$ cat config.mk
export PLATFORM = sky130hd
export DESIGN_NAME = panel_gamma_from_voltages_core
export DESIGN_NICKNAME = d
export VERILOG_FILES = /design/src/rtl/pgv_pkg.sv /design/src/rtl/pgv_lane.sv /design/src/rtl/pgv_merge.sv /design/src/rtl/panel_gamma_from_voltages_core.sv
export SDC_FILE = /design/constraint.sdc
export NUM_CORES = 2
export LEC_CHECK = 0
export BUFFER_PORTS_ARGS = -buffer_cell sky130_fd_sc_hd__buf_2
export CAP_MARGIN = 20
export CORE_MARGIN = 2
export CORE_UTILIZATION = 37
export CTS_CLUSTER_SIZE = 10
export DETAILED_ROUTE_END_ITERATION = 10
export GPL_ROUTABILITY_DRIVEN = 0
export SYNTH_ARGS = -nofsm -noshare
export SYNTH_HDL_FRONTEND = slang
export SYNTH_SLANG_ARGS = --single-unit
$ cat constraint.sdc
create_clock -name clk_i -period 16.6 [get_ports clk_i]
set_input_delay 3.32 -clock clk_i [delete_from_list [all_inputs] [get_ports clk_i]]
set_output_delay 3.32 -clock clk_i [all_outputs]
set_load 0.02 [all_outputs]
$ cat src/rtl/pgv_pkg.sv
// Shared types and constants of the panel gamma image generator.
`timescale 1ns / 1ps
package pgv_pkg;

  localparam int unsigned PTS = 9;
  localparam logic [3:0] TOP_PT = 4'd8;
  localparam logic [9:0] MUL_TOP = 10'd860;
  localparam logic [9:0] MUL_LOW = 10'd320;
  localparam logic [15:0] OFS_TOP = 16'd72;
  localparam logic [7:0] OFS_LOW = 8'd64;
  localparam logic [3:0] DIV_STEPS = 4'd10;

  localparam logic [1:0] STAT_OK = 2'd0;
  localparam logic [1:0] STAT_REF = 2'd1;
  localparam logic [1:0] STAT_RANGE = 2'd2;
  localparam logic [1:0] STAT_DOMAIN = 2'd3;

  localparam logic [2:0] REG_TOP = 3'd0;
  localparam logic [2:0] REG_BLK_R = 3'd1;
  localparam logic [2:0] REG_BLK_G = 3'd2;
  localparam logic [2:0] REG_BLK_B = 3'd3;
  localparam logic [2:0] REG_VT_R = 3'd4;
  localparam logic [2:0] REG_VT_G = 3'd5;
  localparam logic [2:0] REG_VT_B = 3'd6;

  typedef struct packed {
    logic [3:0] point_sel;
    logic [15:0] gray_index;
    logic signed [23:0] target_red;
    logic signed [23:0] target_green;
    logic signed [23:0] target_blue;
    logic frame_end;
  } item_t;

  typedef struct packed {
    logic [5:0] byte_pos;
    logic [7:0] byte_val;
    logic [1:0] status;
    logic run_end;
  } res_t;

  typedef struct packed {
    logic start;
    logic top_pt;
  } lane_cmd_t;

  typedef enum logic [2:0] {
    S_IDLE,
    S_IDX,
    S_CHK,
    S_LOAD,
    S_WAIT,
    S_EMIT,
    S_VT,
    S_ERR
  } state_e;

endpackage

$ cat src/rtl/pgv_lane.sv
// One color lane: domain check, constant scaling and a ten-step restoring divider.
`timescale 1ns / 1ps
module pgv_lane (
  input  logic               clk_i,
  input  logic               rst_ni,
  input  pgv_pkg::lane_cmd_t cmd_i,
  input  logic [22:0]        top_i,
  input  logic [22:0]        ref_i,
  input  logic signed [23:0] t_i,
  input  logic signed [23:0] th_i,
  output logic [1:0]         err_o,
  output logic               done_o,
  output logic [9:0]         q_o
);

  logic signed [25:0] t_s, th_s, ref_s, top_s, num_s, den_s;
  logic [24:0] num_q, den_q;
  logic top_pt_q, mul_q, done_q;
  logic [34:0] rem_q, dsh_q, prod;
  logic [9:0] q_q, kmul;
  logic [3:0] cnt_q;
  logic ge;

  assign t_s = 26'(t_i);
  assign th_s = 26'(th_i);
  assign ref_s = {3'b000, ref_i};
  assign top_s = {3'b000, top_i};
  assign num_s = (cmd_i.top_pt ? top_s : ref_s) - t_s;
  assign den_s = ref_s - th_s;

  always_comb begin
    err_o = pgv_pkg::STAT_OK;
    if (cmd_i.top_pt) begin
      if (t_s < 26'sd0 || t_s > top_s) err_o = pgv_pkg::STAT_DOMAIN;
    end else begin
      if (t_s > ref_s || th_s >= ref_s || num_s > den_s) err_o = pgv_pkg::STAT_DOMAIN;
      else if (num_s == den_s) err_o = pgv_pkg::STAT_RANGE;
    end
  end

  assign kmul = top_pt_q ? pgv_pkg::MUL_TOP : pgv_pkg::MUL_LOW;
  assign prod = 35'(num_q) * 35'(kmul);
  assign ge = rem_q >= dsh_q;

  always_ff @(posedge clk_i) begin
    if (cmd_i.start) begin
      num_q <= num_s[24:0];
      den_q <= cmd_i.top_pt ? top_s[24:0] : den_s[24:0];
      top_pt_q <= cmd_i.top_pt;
    end
    if (mul_q) begin
      rem_q <= prod;
      dsh_q <= {1'b0, den_q, 9'b0};
      q_q <= '0;
    end else if (cnt_q != 4'd0) begin
      if (ge) rem_q <= rem_q - dsh_q;
      q_q <= {q_q[8:0], ge};
      dsh_q <= dsh_q >> 1;
    end
  end

  always_ff @(posedge clk_i or negedge rst_ni) begin
    if (!rst_ni) begin
      mul_q <= 1'b0;
      cnt_q <= 4'd0;
      done_q <= 1'b0;
    end else begin
      mul_q <= cmd_i.start;
      done_q <= (cnt_q == 4'd1);
      if (mul_q) cnt_q <= pgv_pkg::DIV_STEPS;
      else if (cnt_q != 4'd0) cnt_q <= cnt_q - 4'd1;
    end
  end

  assign done_o = done_q;
  assign q_o = q_q;

endmodule

$ cat src/rtl/pgv_merge.sv
// Merge stage: picks the first lane error and formats lane quotients into image bytes.
`timescale 1ns / 1ps
module pgv_merge (
  input  logic             clk_i,
  input  logic             cap_i,
  input  logic             top_pt_i,
  input  logic [2:0]       sel_i,
  input  logic [2:0][1:0]  err_i,
  input  logic [2:0][9:0]  q_i,
  output logic [1:0]       status_o,
  output logic [7:0]       byte_o
);

  logic [2:0][15:0] code_q;

  always_ff @(posedge clk_i) begin
    if (cap_i) begin
      for (int c = 0; c < 3; c++) begin
        if (top_pt_i) code_q[c] <= {6'b0, q_i[c]} - pgv_pkg::OFS_TOP;
        else code_q[c] <= {8'b0, q_i[c][7:0] - pgv_pkg::OFS_LOW};
      end
    end
  end

  always_comb begin
    if (err_i[0] != pgv_pkg::STAT_OK) status_o = err_i[0];
    else if (err_i[1] != pgv_pkg::STAT_OK) status_o = err_i[1];
    else status_o = err_i[2];
  end

  always_comb begin
    if (top_pt_i) byte_o = sel_i[0] ? code_q[sel_i[2:1]][7:0] : code_q[sel_i[2:1]][15:8];
    else byte_o = code_q[sel_i[1:0]][7:0];
  end

endmodule

$ cat src/rtl/panel_gamma_from_voltages_core.sv
// Top level of the panel gamma register image generator.
//
//  channel  | handshake           | payload
//  ---------+---------------------+----------------------------
//  item in  | start & !busy       | item_i (pgv_pkg::item_t)
//  config   | cfg_valid_i & ready | cfg_index_i, cfg_data_i
//  result   | res_valid_o strobe  | result_o (pgv_pkg::res_t)
//
// An item without frame_end is stored (if point_sel names a point) and busy stays low.
// A frame_end item starts a run: index checks step through the points in
// order, target checks step back from the top point, then each point is
// scaled, divided by the lanes' ten-step divider and its bytes emitted.
// Reset clears control state and registers; point storage holds until written.
// Results show for one cycle each; the receiver cannot stall.
`timescale 1ns / 1ps
module panel_gamma_from_voltages_core #(
  parameter int unsigned GRAY_LEVELS = 256
) (
  input  logic           clk_i,
  input  logic           rst_ni,
  input  logic           start,
  output logic           busy,
  input  pgv_pkg::item_t item_i,
  input  logic           cfg_valid_i,
  output logic           cfg_ready_o,
  input  logic [2:0]     cfg_index_i,
  input  logic [22:0]    cfg_data_i,
  output logic           res_valid_o,
  output pgv_pkg::res_t  result_o
);

  pgv_pkg::state_e state_q, state_d;
  logic [22:0] top_q;
  logic [2:0][22:0] blk_q;
  logic [2:0][7:0] vt_q;
  logic [8:0][2:0][23:0] tgt_q;
  logic [8:0][15:0] idx_q;
  logic [8:0] loaded_q, sel_bit;
  logic [3:0] p_q;
  logic [15:0] prev_q, idx_cur;
  logic [2:0][23:0] th_q;
  logic [2:0] b_q;
  logic [5:0] pos_q;
  logic [1:0] st_q;
  logic acc, go, idx_err, last_b, top_pt;
  logic res_v_d;
  pgv_pkg::res_t res_d;
  pgv_pkg::lane_cmd_t cmd;
  logic [2:0][1:0] lane_err;
  logic [2:0][9:0] lane_q;
  logic [2:0] lane_done;
  logic [1:0] mrg_st;
  logic [7:0] mrg_byte;

  assign acc = start && !busy;
  assign go = acc && item_i.frame_end;
  assign busy = (state_q != pgv_pkg::S_IDLE);
  assign cfg_ready_o = 1'b1;
  assign sel_bit = (item_i.point_sel <= pgv_pkg::TOP_PT) ? (9'd1 << item_i.point_sel) : 9'd0;
  assign top_pt = (p_q == pgv_pkg::TOP_PT);
  assign idx_cur = idx_q[p_q];
  assign idx_err = ({1'b0, idx_cur} >= 17'(GRAY_LEVELS)) || (p_q != 4'd0 && idx_cur <= prev_q);
  assign last_b = top_pt ? (b_q == 3'd5) : (b_q == 3'd2);

  always_comb begin
    state_d = state_q;
    case (state_q)
      pgv_pkg::S_IDLE: begin
        if (go) begin
          if (top_q == 23'd0 || (loaded_q | sel_bit) != 9'h1FF) state_d = pgv_pkg::S_ERR;
          else state_d = pgv_pkg::S_IDX;
        end
      end
      pgv_pkg::S_IDX: begin
        if (idx_err) state_d = pgv_pkg::S_ERR;
        else if (top_pt) state_d = pgv_pkg::S_CHK;
      end
      pgv_pkg::S_CHK: begin
        if (mrg_st != pgv_pkg::STAT_OK) state_d = pgv_pkg::S_ERR;
        else if (p_q == 4'd0) state_d = pgv_pkg::S_LOAD;
      end
      pgv_pkg::S_LOAD: state_d = pgv_pkg::S_WAIT;
      pgv_pkg::S_WAIT: if (lane_done[0]) state_d = pgv_pkg::S_EMIT;
      pgv_pkg::S_EMIT: begin
        if (last_b) state_d = (p_q == 4'd0) ? pgv_pkg::S_VT : pgv_pkg::S_LOAD;
      end
      pgv_pkg::S_VT: if (b_q == 3'd2) state_d = pgv_pkg::S_IDLE;
      pgv_pkg::S_ERR: state_d = pgv_pkg::S_IDLE;
      default: state_d = pgv_pkg::S_IDLE;
    endcase
  end

  always_comb begin
    cmd.start = 1'b0;
    cmd.top_pt = top_pt;
    res_v_d = 1'b0;
    res_d = '0;
    case (state_q)
      pgv_pkg::S_LOAD: cmd.start = 1'b1;
      pgv_pkg::S_EMIT: begin
        res_v_d = 1'b1;
        res_d.byte_pos = pos_q;
        res_d.byte_val = mrg_byte;
      end
      pgv_pkg::S_VT: begin
        res_v_d = 1'b1;
        res_d.byte_pos = pos_q;
        res_d.byte_val = vt_q[b_q[1:0]];
        res_d.run_end = (b_q == 3'd2);
      end
      pgv_pkg::S_ERR: begin
        res_v_d = 1'b1;
        res_d.status = st_q;
        res_d.run_end = 1'b1;
      end
      default: ;
    endcase
  end

  always_ff @(posedge clk_i) begin
    if (acc && item_i.point_sel <= pgv_pkg::TOP_PT) begin
      idx_q[item_i.point_sel] <= item_i.gray_index;
      tgt_q[item_i.point_sel] <= {item_i.target_blue, item_i.target_green, item_i.target_red};
    end
    result_o <= res_d;
    case (state_q)
      pgv_pkg::S_IDLE: begin
        p_q <= 4'd0;
        pos_q <= 6'd0;
        st_q <= (top_q == 23'd0) ? pgv_pkg::STAT_REF : pgv_pkg::STAT_DOMAIN;
      end
      pgv_pkg::S_IDX: begin
        prev_q <= idx_cur;
        st_q <= ({1'b0, idx_cur} >= 17'(GRAY_LEVELS)) ? pgv_pkg::STAT_RANGE
                                                       : pgv_pkg::STAT_DOMAIN;
        if (!top_pt) p_q <= p_q + 4'd1;
      end
      pgv_pkg::S_CHK: begin
        th_q <= tgt_q[p_q];
        st_q <= mrg_st;
        p_q <= (p_q == 4'd0) ? pgv_pkg::TOP_PT : p_q - 4'd1;
      end
      pgv_pkg::S_LOAD: begin
        th_q <= tgt_q[p_q];
        b_q <= 3'd0;
      end
      pgv_pkg::S_EMIT: begin
        pos_q <= pos_q + 6'd1;
        b_q <= last_b ? 3'd0 : b_q + 3'd1;
        if (last_b && p_q != 4'd0) p_q <= p_q - 4'd1;
      end
      pgv_pkg::S_VT: begin
        pos_q <= pos_q + 6'd1;
        b_q <= b_q + 3'd1;
      end
      default: ;
    endcase
  end

  always_ff @(posedge clk_i or negedge rst_ni) begin
    if (!rst_ni) begin
      state_q <= pgv_pkg::S_IDLE;
      loaded_q <= 9'd0;
      res_valid_o <= 1'b0;
      top_q <= '0;
      blk_q <= '0;
      vt_q <= '0;
    end else begin
      state_q <= state_d;
      res_valid_o <= res_v_d;
      if (acc) loaded_q <= item_i.frame_end ? 9'd0 : (loaded_q | sel_bit);
      if (cfg_valid_i) begin
        case (cfg_index_i)
          pgv_pkg::REG_TOP: top_q <= cfg_data_i;
          pgv_pkg::REG_BLK_R: blk_q[0] <= cfg_data_i;
          pgv_pkg::REG_BLK_G: blk_q[1] <= cfg_data_i;
          pgv_pkg::REG_BLK_B: blk_q[2] <= cfg_data_i;
          pgv_pkg::REG_VT_R: vt_q[0] <= cfg_data_i[7:0];
          pgv_pkg::REG_VT_G: vt_q[1] <= cfg_data_i[7:0];
          pgv_pkg::REG_VT_B: vt_q[2] <= cfg_data_i[7:0];
          default: ;
        endcase
      end
    end
  end

  for (genvar c = 0; c < 3; c++) begin : g_lane
    pgv_lane u_lane (
      .clk_i  (clk_i),
      .rst_ni (rst_ni),
      .cmd_i  (cmd),
      .top_i  (top_q),
      .ref_i  ((p_q == 4'd0) ? top_q : blk_q[c]),
      .t_i    (tgt_q[p_q][c]),
      .th_i   (th_q[c]),
      .err_o  (lane_err[c]),
      .done_o (lane_done[c]),
      .q_o    (lane_q[c])
    );
  end

  pgv_merge u_merge (
    .clk_i    (clk_i),
    .cap_i    (lane_done[0]),
    .top_pt_i (top_pt),
    .sel_i    (b_q),
    .err_i    (lane_err),
    .q_i      (lane_q),
    .status_o (mrg_st),
    .byte_o   (mrg_byte)
  );

endmodule

Word level (Yosys, flattened, before mapping)
Cells that the tools add are included.
- bits in registers: 1476
- latch bits: 0
- RAM bits: 0
- ROM bits: 0
- bits of input ports: 123
- output and inout port bits: 20
- logic and storage cells: 322
- memories kept: 0
- add/sub/neg operators: 22
- $mul: 3
- div/mod/pow operators: 0
- order comparisons: 26
- eq/ne operators: 29
- shift-type cells: 1
- mux-type cells: 94
- bitwise operators: 1
- reduce and logical (&&, ||, !) cells: 55
- operators with widths (kind ; count):
    648-bit bitwise mux ; 1
    35-bit 2-to-1 mux ; 9
    72-bit binary-select mux with 4-bit select ; 1
    72-bit demux with 4-bit select ; 1
    23-bit 2-to-1 mux ; 9
    34-bit 2-to-1 mux ; 6
    24-bit by 24-bit subtractor with 25-bit output ; 6
    144-bit bitwise mux ; 1
    24-bit greater-than comparator ; 6
    72-bit 2-to-1 mux ; 2
    35-bit by 34-bit greater-or-equal comparator with 1-bit output ; 3
    25-bit by 10-bit multiplier with 35-bit output ; 3
    35-bit by 34-bit subtractor with 35-bit output ; 3
    25-bit equality test ; 3
    25-bit greater-than comparator ; 3
    24-bit greater-or-equal comparator ; 3
    24-bit by 1-bit < comparator with 1-bit output, second input constant ; 3
    16-bit binary-select mux with 2-bit select ; 2
    16-bit binary-select mux with 4-bit select ; 1
    16-bit demux with 4-bit select ; 1
    8-bit 2-to-1 mux ; 7
    16-bit 2-to-1 mux ; 3
    4-bit 2-to-1 mux ; 9
    3-bit 2-to-1 mux ; 11
    49 further kinds ; 134

Longest topological paths before layout
- word-level depth: 14
- gate-level depth with buffers: 35
- gate-level depth less buffers: 28

Hierarchy
A second synthesis with hierarchy kept.
- cell total of the unflattened synthesis: 7829
- area total of the unflattened synthesis: 92197.2 um2
- modules (own cells, without submodules) (module ; times used ; cells an instance ; area each (um2) ; seq. area each (um2)):
    panel_gamma_from_voltages_core ; 1 ; 2162 ; 40298.6 ; 30444.2
    pgv_lane at g_lane[1].u_lane ... ; 2 ; 1835 ; 16605.9 ; 3863.7
    pgv_lane at g_lane[0].u_lane ; 1 ; 1807 ; 16507.1 ; 3863.7
    pgv_merge ; 1 ; 190 ; 2179.6 ; 991.0

Worst setup path before layout
No wires, ideal clock.
- path type: input-to-reg
- start: input item_i[91] in the netlist's numbering
- end: register idx_q[0] in the netlist's numbering (enable)
- setup time: 0.645 ns
- arrival: 9.905 ns
- required time: 15.955 ns
- path slack: 6.050 ns
- stages: 3
- buffers on the path: 1
- path through: clkbuf_1 > or3_1 > nor3_1
- word-level cells in the longest chain between the ends: 2
- ends and longest elaborated chain (item ; line ; source):
    start, declared ; panel_gamma_from_voltages_core.sv:23 ; input pgv_pkg::item_t item_i,
    4-bit less-or-equal comparator ; panel_gamma_from_voltages_core.sv:121 ; if (acc && item_i.point_sel <= pgv_pkg::TOP_PT) begin
    1-bit logical AND ; panel_gamma_from_voltages_core.sv:121 ;
    end signal, assigned by index ; panel_gamma_from_voltages_core.sv:122 ; idx_q[item_i.point_sel] <= item_i.gray_index;
    end, declared ; panel_gamma_from_voltages_core.sv:37 ; logic [8:0][15:0] idx_q;
No other way between the ends.
A chain may end at the register's enable or synchronous reset.

Worst setup path after layout
- start: register p_q[0]
- end: register st_q[0] (data pin)
- elaborated cells between the ends (all ways): 62
- classes of those cells: add/sub: 6; order compare: 16; eq/ne: 3; mux: 25; reduce/logical: 12
- RTL lines (item ; line ; source):
    start, declared ; panel_gamma_from_voltages_core.sv:39 ; logic [3:0] p_q;
    start signal, assigned ; panel_gamma_from_voltages_core.sv:136 ; if (!top_pt) p_q <= p_q + 4'd1;
    start signal, assigned ; panel_gamma_from_voltages_core.sv:141 ; p_q <= (p_q == 4'd0) ? pgv_pkg::TOP_PT : p_q - 4'd1;
    start signal, assigned ; panel_gamma_from_voltages_core.sv:150 ; if (last_b && p_q != 4'd0) p_q <= p_q - 4'd1;
    branches (longest 3 deep; another with 72-bit binary-select mux with 4-bit select) ; n/a ;
    24-bit by 24-bit subtractor with 25-bit output (*) ; pgv_lane.sv:28 ; assign num_s = (cmd_i.top_pt ? top_s : ref_s) - t_s;
    via g_lane[2].u_lane.num_s[22] ; pgv_lane.sv:16 ; logic signed [25:0] t_s, th_s, ref_s, top_s, num_s, den_s;
    25-bit greater-than comparator (*) ; pgv_lane.sv:36 ; if (t_s > ref_s || th_s >= ref_s || num_s > den_s) err_o = pgv_pkg::STAT_DOMAIN;
    1-bit logical OR (*) ; pgv_lane.sv:36 ;
    2-bit 2-to-1 mux (*) ; pgv_lane.sv:36 ;
    2-bit 2-to-1 mux (*) ; pgv_lane.sv:33 ; if (cmd_i.top_pt) begin
    2-bit 2-to-1 mux (*) ; pgv_merge.sv:27 ; else if (err_i[1] != pgv_pkg::STAT_OK) status_o = err_i[1];
    2-bit 2-to-1 mux (*) ; pgv_merge.sv:26 ; if (err_i[0] != pgv_pkg::STAT_OK) status_o = err_i[0];
    2-bit one-hot mux with 3 select lines (*) ; panel_gamma_from_voltages_core.sv:126 ; case (state_q)
    end signal, assigned ; panel_gamma_from_voltages_core.sv:130 ; st_q <= (top_q == 23'd0) ? pgv_pkg::STAT_REF : pgv_pkg::STAT_DOMAIN;
    end signal, assigned ; panel_gamma_from_voltages_core.sv:134 ; st_q <= ({1'b0, idx_cur} >= 17'(GRAY_LEVELS)) ? pgv_pkg::STAT_RANGE
    end signal, assigned ; panel_gamma_from_voltages_core.sv:140 ; st_q <= mrg_st;
    end, declared ; panel_gamma_from_voltages_core.sv:44 ; logic [1:0] st_q;
Mark *: on every way through the listed nets, which the timed path passes. The select of a mux whose other input is x is not followed.

==> flow_summary_export.csv <==
group,metric,value,unit
synthesis,ys_types,86,
place,port_buffers,141,
synthesis,synth_area,0.09051,mm²
worst_setup_path,cp_data_arrival_time,9.56,ns
min_path,min_to,"u_merge.code_q[0]",
worst_setup_path,cp_max_fo,87,
routing,drtIter0Drc,4985,
synthesis,synth_mux_area_frac,0.07075,
synthesis,synth_top_family_by_area,"adder cells",
routing,wl,255.1,mm
final_layout,multiInputGateArea,0.04375,mm²
min_path,hold_depth,0,
final_layout,layout-drive-gt1-share,0.09701,
final_layout,layout.nets,9129,
routing,vias_per_cell,5.461,
clock_network,clkLatencyLatePin,0.83,ns
worst_setup_path,r2r_cells,27,
timing,fin_crit,8.978,ns
run_status,status,"finished, final reports clean",
worst_setup_path,cp-start-kind,"flip-flop",
timing,tns,0,ns
final_layout,seq_area,0.04287,mm²
global_route,grt_use_total,0.2025,
worst_setup_path,r2r_end,"st_q[0]",
synthesis,yosysWarnings,0,
floorplanning,core,0.2432,mm²
synthesis,synth_edf_count,1259,
clock_network,cts.reportedPaths.clkPinSlew,0.06,ns
final_layout,fillCellCount,22730,
worst_setup_path,crit_required,17.18,ns
routing,ant_nets,0,
min_path,holdCritPathClass,"flip-flop to flip-flop",
synthesis,async_reset_ff_frac,0.09688,
floorplanning,die_w,498.6,µm
flow_run,drv_cap,0,
clock_network,htree_levels,4,
global_route,grt_max_degree,137,
synthesis,synth_adder_area_share,0.1891,
synthesis,synth_seq_cells,1476,
timing,worstMarginPinSlew,1.161,ns
timing,fmax,111.4,MHz
place,dp_hpwl,189.4,mm
worst_setup_path,end_kind,"flip-flop",
clock_network,cts_num_sinks,1476,
synthesis,synth_compound_area_frac,0.1078,
min_path,holdCritStartpoint,"g_lane[0].u_lane.q_o[0]",
global_route,globalRouteOverflowTotal,0,
global_route,antenna_found_initial,53,
worst_setup_path,r2r-start,"p_q[0]",
routing,first_pass_iters,8,
final_layout,mostFrequentLayoutCells,"edfxtp_1 (1,259), ha_1 (926), inv_1 (835), nand2_1 (739), a21oi_1 (411)",
floorplanning,num_rows,181,
synthesis,synth_area_per_cell,11.85,µm²
routing,wl_per_cell,22.96,µm
clock_network,ctsHoldBuffers,0,
timing,report.final.slew_viol_count,0,
timing,rsz0062_at_grt,"no",
worst_setup_path,r2r_slack,7.62,ns
synthesis,synthCells,7636,
timing,final-hold-violation-count,0,
worst_setup_path,critical_path_class,"flip-flop to flip-flop",
floorplanning,fp.dieH,498.6,µm
clock_network,cts_buffer_depth,3,
floorplanning,ios,143,
routing,vias,60690,
floorplanning,floorplan.initialDensity,0.3721,
clock_network,cts_tree,"done",
timing,finalCritPeriodShare,0.5409,
final_layout,syn_to_final_growth,11.02,%
clock_network,root_buffer,"clkbuf_16",
timing,final.setup_skew,0.06860,ns
clock_network,cts_resized,0,
synthesis,ys.flop_type,"edfxtp_1",
synthesis,synth_nets,8961,
clock_network,numCtsBuffers,175,
synthesis,seq_area_frac_synth,0.4736,
routing,drc,0,
synthesis,yosys.area_share.simple,0.08533,
timing,slew_headroom,0.2258,
global_route,grt_pass1_wl,383.3,mm
timing,setup_viol,0,
floorplanning,dieArea,0.2486,mm²
final_layout,layout_commonest_cell,"edfxtp_1",
clock_network,post_cts_buffers,0,
global_route,grt_pass1_vias,61190,
synthesis,synth-xor-area-share,0.02903,
==> layout make-up <==
type | count | area share
Tap cell | 3202 | 0.03987
Inverter | 837 | 0.03128
Clock buffer | 234 | 0.04692
Sequential cell | 1476 | 0.4266
Timing Repair Buffer | 215 | 0.01396
Clock inverter | 35 | 0.005603
Antenna cell | 14 | 0.0003487
Multi-Input combinational cell | 5099 | 0.4354
==> worst max-delay path, cell delays in order (launching register included) <==
cell and delay [ns]:
edfxtp_1 0.31, buf_4 0.51, buf_12 0.54, buf_4 0.72
mux4_2 0.59, mux2i_1 0.15, o21a_1 0.16, ha_1 0.27
o21ai_0 0.26, a21oi_1 0.09, o21ai_0 0.35, a311o_1 0.29
a41o_1 0.22, nor2b_1 0.23, o211ai_1 0.23, a41o_1 0.32
xor2_1 0.20, ha_1 0.29, a21o_1 0.18, a2111o_1 0.45
a211oi_1 0.24, o2111ai_1 0.14, a41oi_1 0.23, o211ai_1 0.13
a211o_1 0.29, a21boi_1 0.80, o21a_1 0.23, o21ai_0 0.08
==> cell families after synthesis <==
logic type	count (synthesis)
compound gates	1524
xor+xnor	300
fa+ha+maj	1202
buf+inv	1061
flops	1476
mux	405
other cells	1
simple gates	1667
==> synthesized netlist by cell type (29+ instances only) <==
| cell | number | area [µm²] |
|---|---|---|
| edfxtp_1 | 1259 | 37810 |
| nand2b_1 | 56 | 350.3 |
| nand3_1 | 65 | 325.3 |
| o21ai_0 | 355 | 1777 |
| nor2b_1 | 57 | 356.6 |
| mux2_2 | 98 | 1104 |
| o21bai_1 | 38 | 285.3 |
| dfrtp_1 | 143 | 3578 |
| mux2i_1 | 129 | 1291 |
| clkbuf_1 | 163 | 611.8 |
| or3_1 | 38 | 237.7 |
| nor2_1 | 318 | 1194 |
| dfxtp_1 | 74 | 1481 |
| fa_1 | 276 | 5525 |
| mux4_2 | 178 | 4009 |
| nand2_1 | 740 | 2778 |
| nand4_1 | 70 | 437.9 |
| a21oi_1 | 411 | 2057 |
| o31ai_1 | 95 | 713.2 |
| xnor2_1 | 182 | 1594 |
| and3_1 | 32 | 200.2 |
| and2_1 | 113 | 706.9 |
| inv_1 | 837 | 3142 |
| xor2_1 | 118 | 1033 |
| a211oi_1 | 42 | 315.3 |
| o211ai_1 | 29 | 217.7 |
| o21a_1 | 131 | 983.4 |
| a21o_1 | 204 | 1531 |
| ha_1 | 926 | 11590 |
| nor3_1 | 85 | 425.4 |
| buf_1 | 49 | 183.9 |
==> stage by stage <==
stage,setup slack (ns),util,hold slack (ns),instances,area [µm²]
after CTS,7.634,0.4125,0.4622,11090,100300
after detailed placement,7.663,0.3908,0.4477,10820,95060
after global placement,7.727,0.3907,0.4427,10820,95020
after global routing,7.106,0.4131,0.4687,11110,100500
after floorplan,6.050,-,0.4299,7636,90510
final,7.622,0.4131,0.4630,11110,100500
==> flip-flops by register name, summed over array words and instances (netlist names), 2 cells and up <==
register,count
state_q,3
result_o,17
p_q,4
g_lane.u_lane.cnt_q,12
u_merge.code_q,33
g_lane.u_lane.den_q,75
pos_q,6
b_q,3
blk_q,69
g_lane.u_lane.rem_q,105
top_q,23
g_lane.u_lane.num_q,75
g_lane.u_lane.dsh_q,102
th_q,72
g_lane.u_lane.q_o,30
prev_q,16
loaded_q,9
tgt_q,648
vt_q,24
idx_q,144
st_q,2
==> how the worst max path moves through the flow <==
stage | startpoint | slack [ns] | endpoint | cells past startpoint
after CTS | p_q[0] | 7.63 | st_q[0] | 27
after global routing | p_q[0] | 7.11 | state_q[0] | 27
final | p_q[0] | 7.62 | st_q[0] | 27
after floorplan | item_i[91] | 6.05 | idx_q[0] | 3
after detailed placement | p_q[0] | 7.66 | st_q[0] | 27
after global placement | p_q[0] | 7.73 | st_q[0] | 27
==> metal layers <==
layer / global-route usage / routed length, µm / part of all wire / up-vias
met5: 0 / 385 / 0.0015 / -
met4: 0.09217 / 12270 / 0.048 / 60
met3: 0.04412 / 18360 / 0.072 / 571
met2: 0.3190 / 115300 / 0.45 / 2076
met1: 0.2669 / 108900 / 0.43 / 30010
li1: - / - / - / 27970
Power is not shown: default switching activity piles up to over one toggle a cycle in this logic, so the estimate is an artifact.
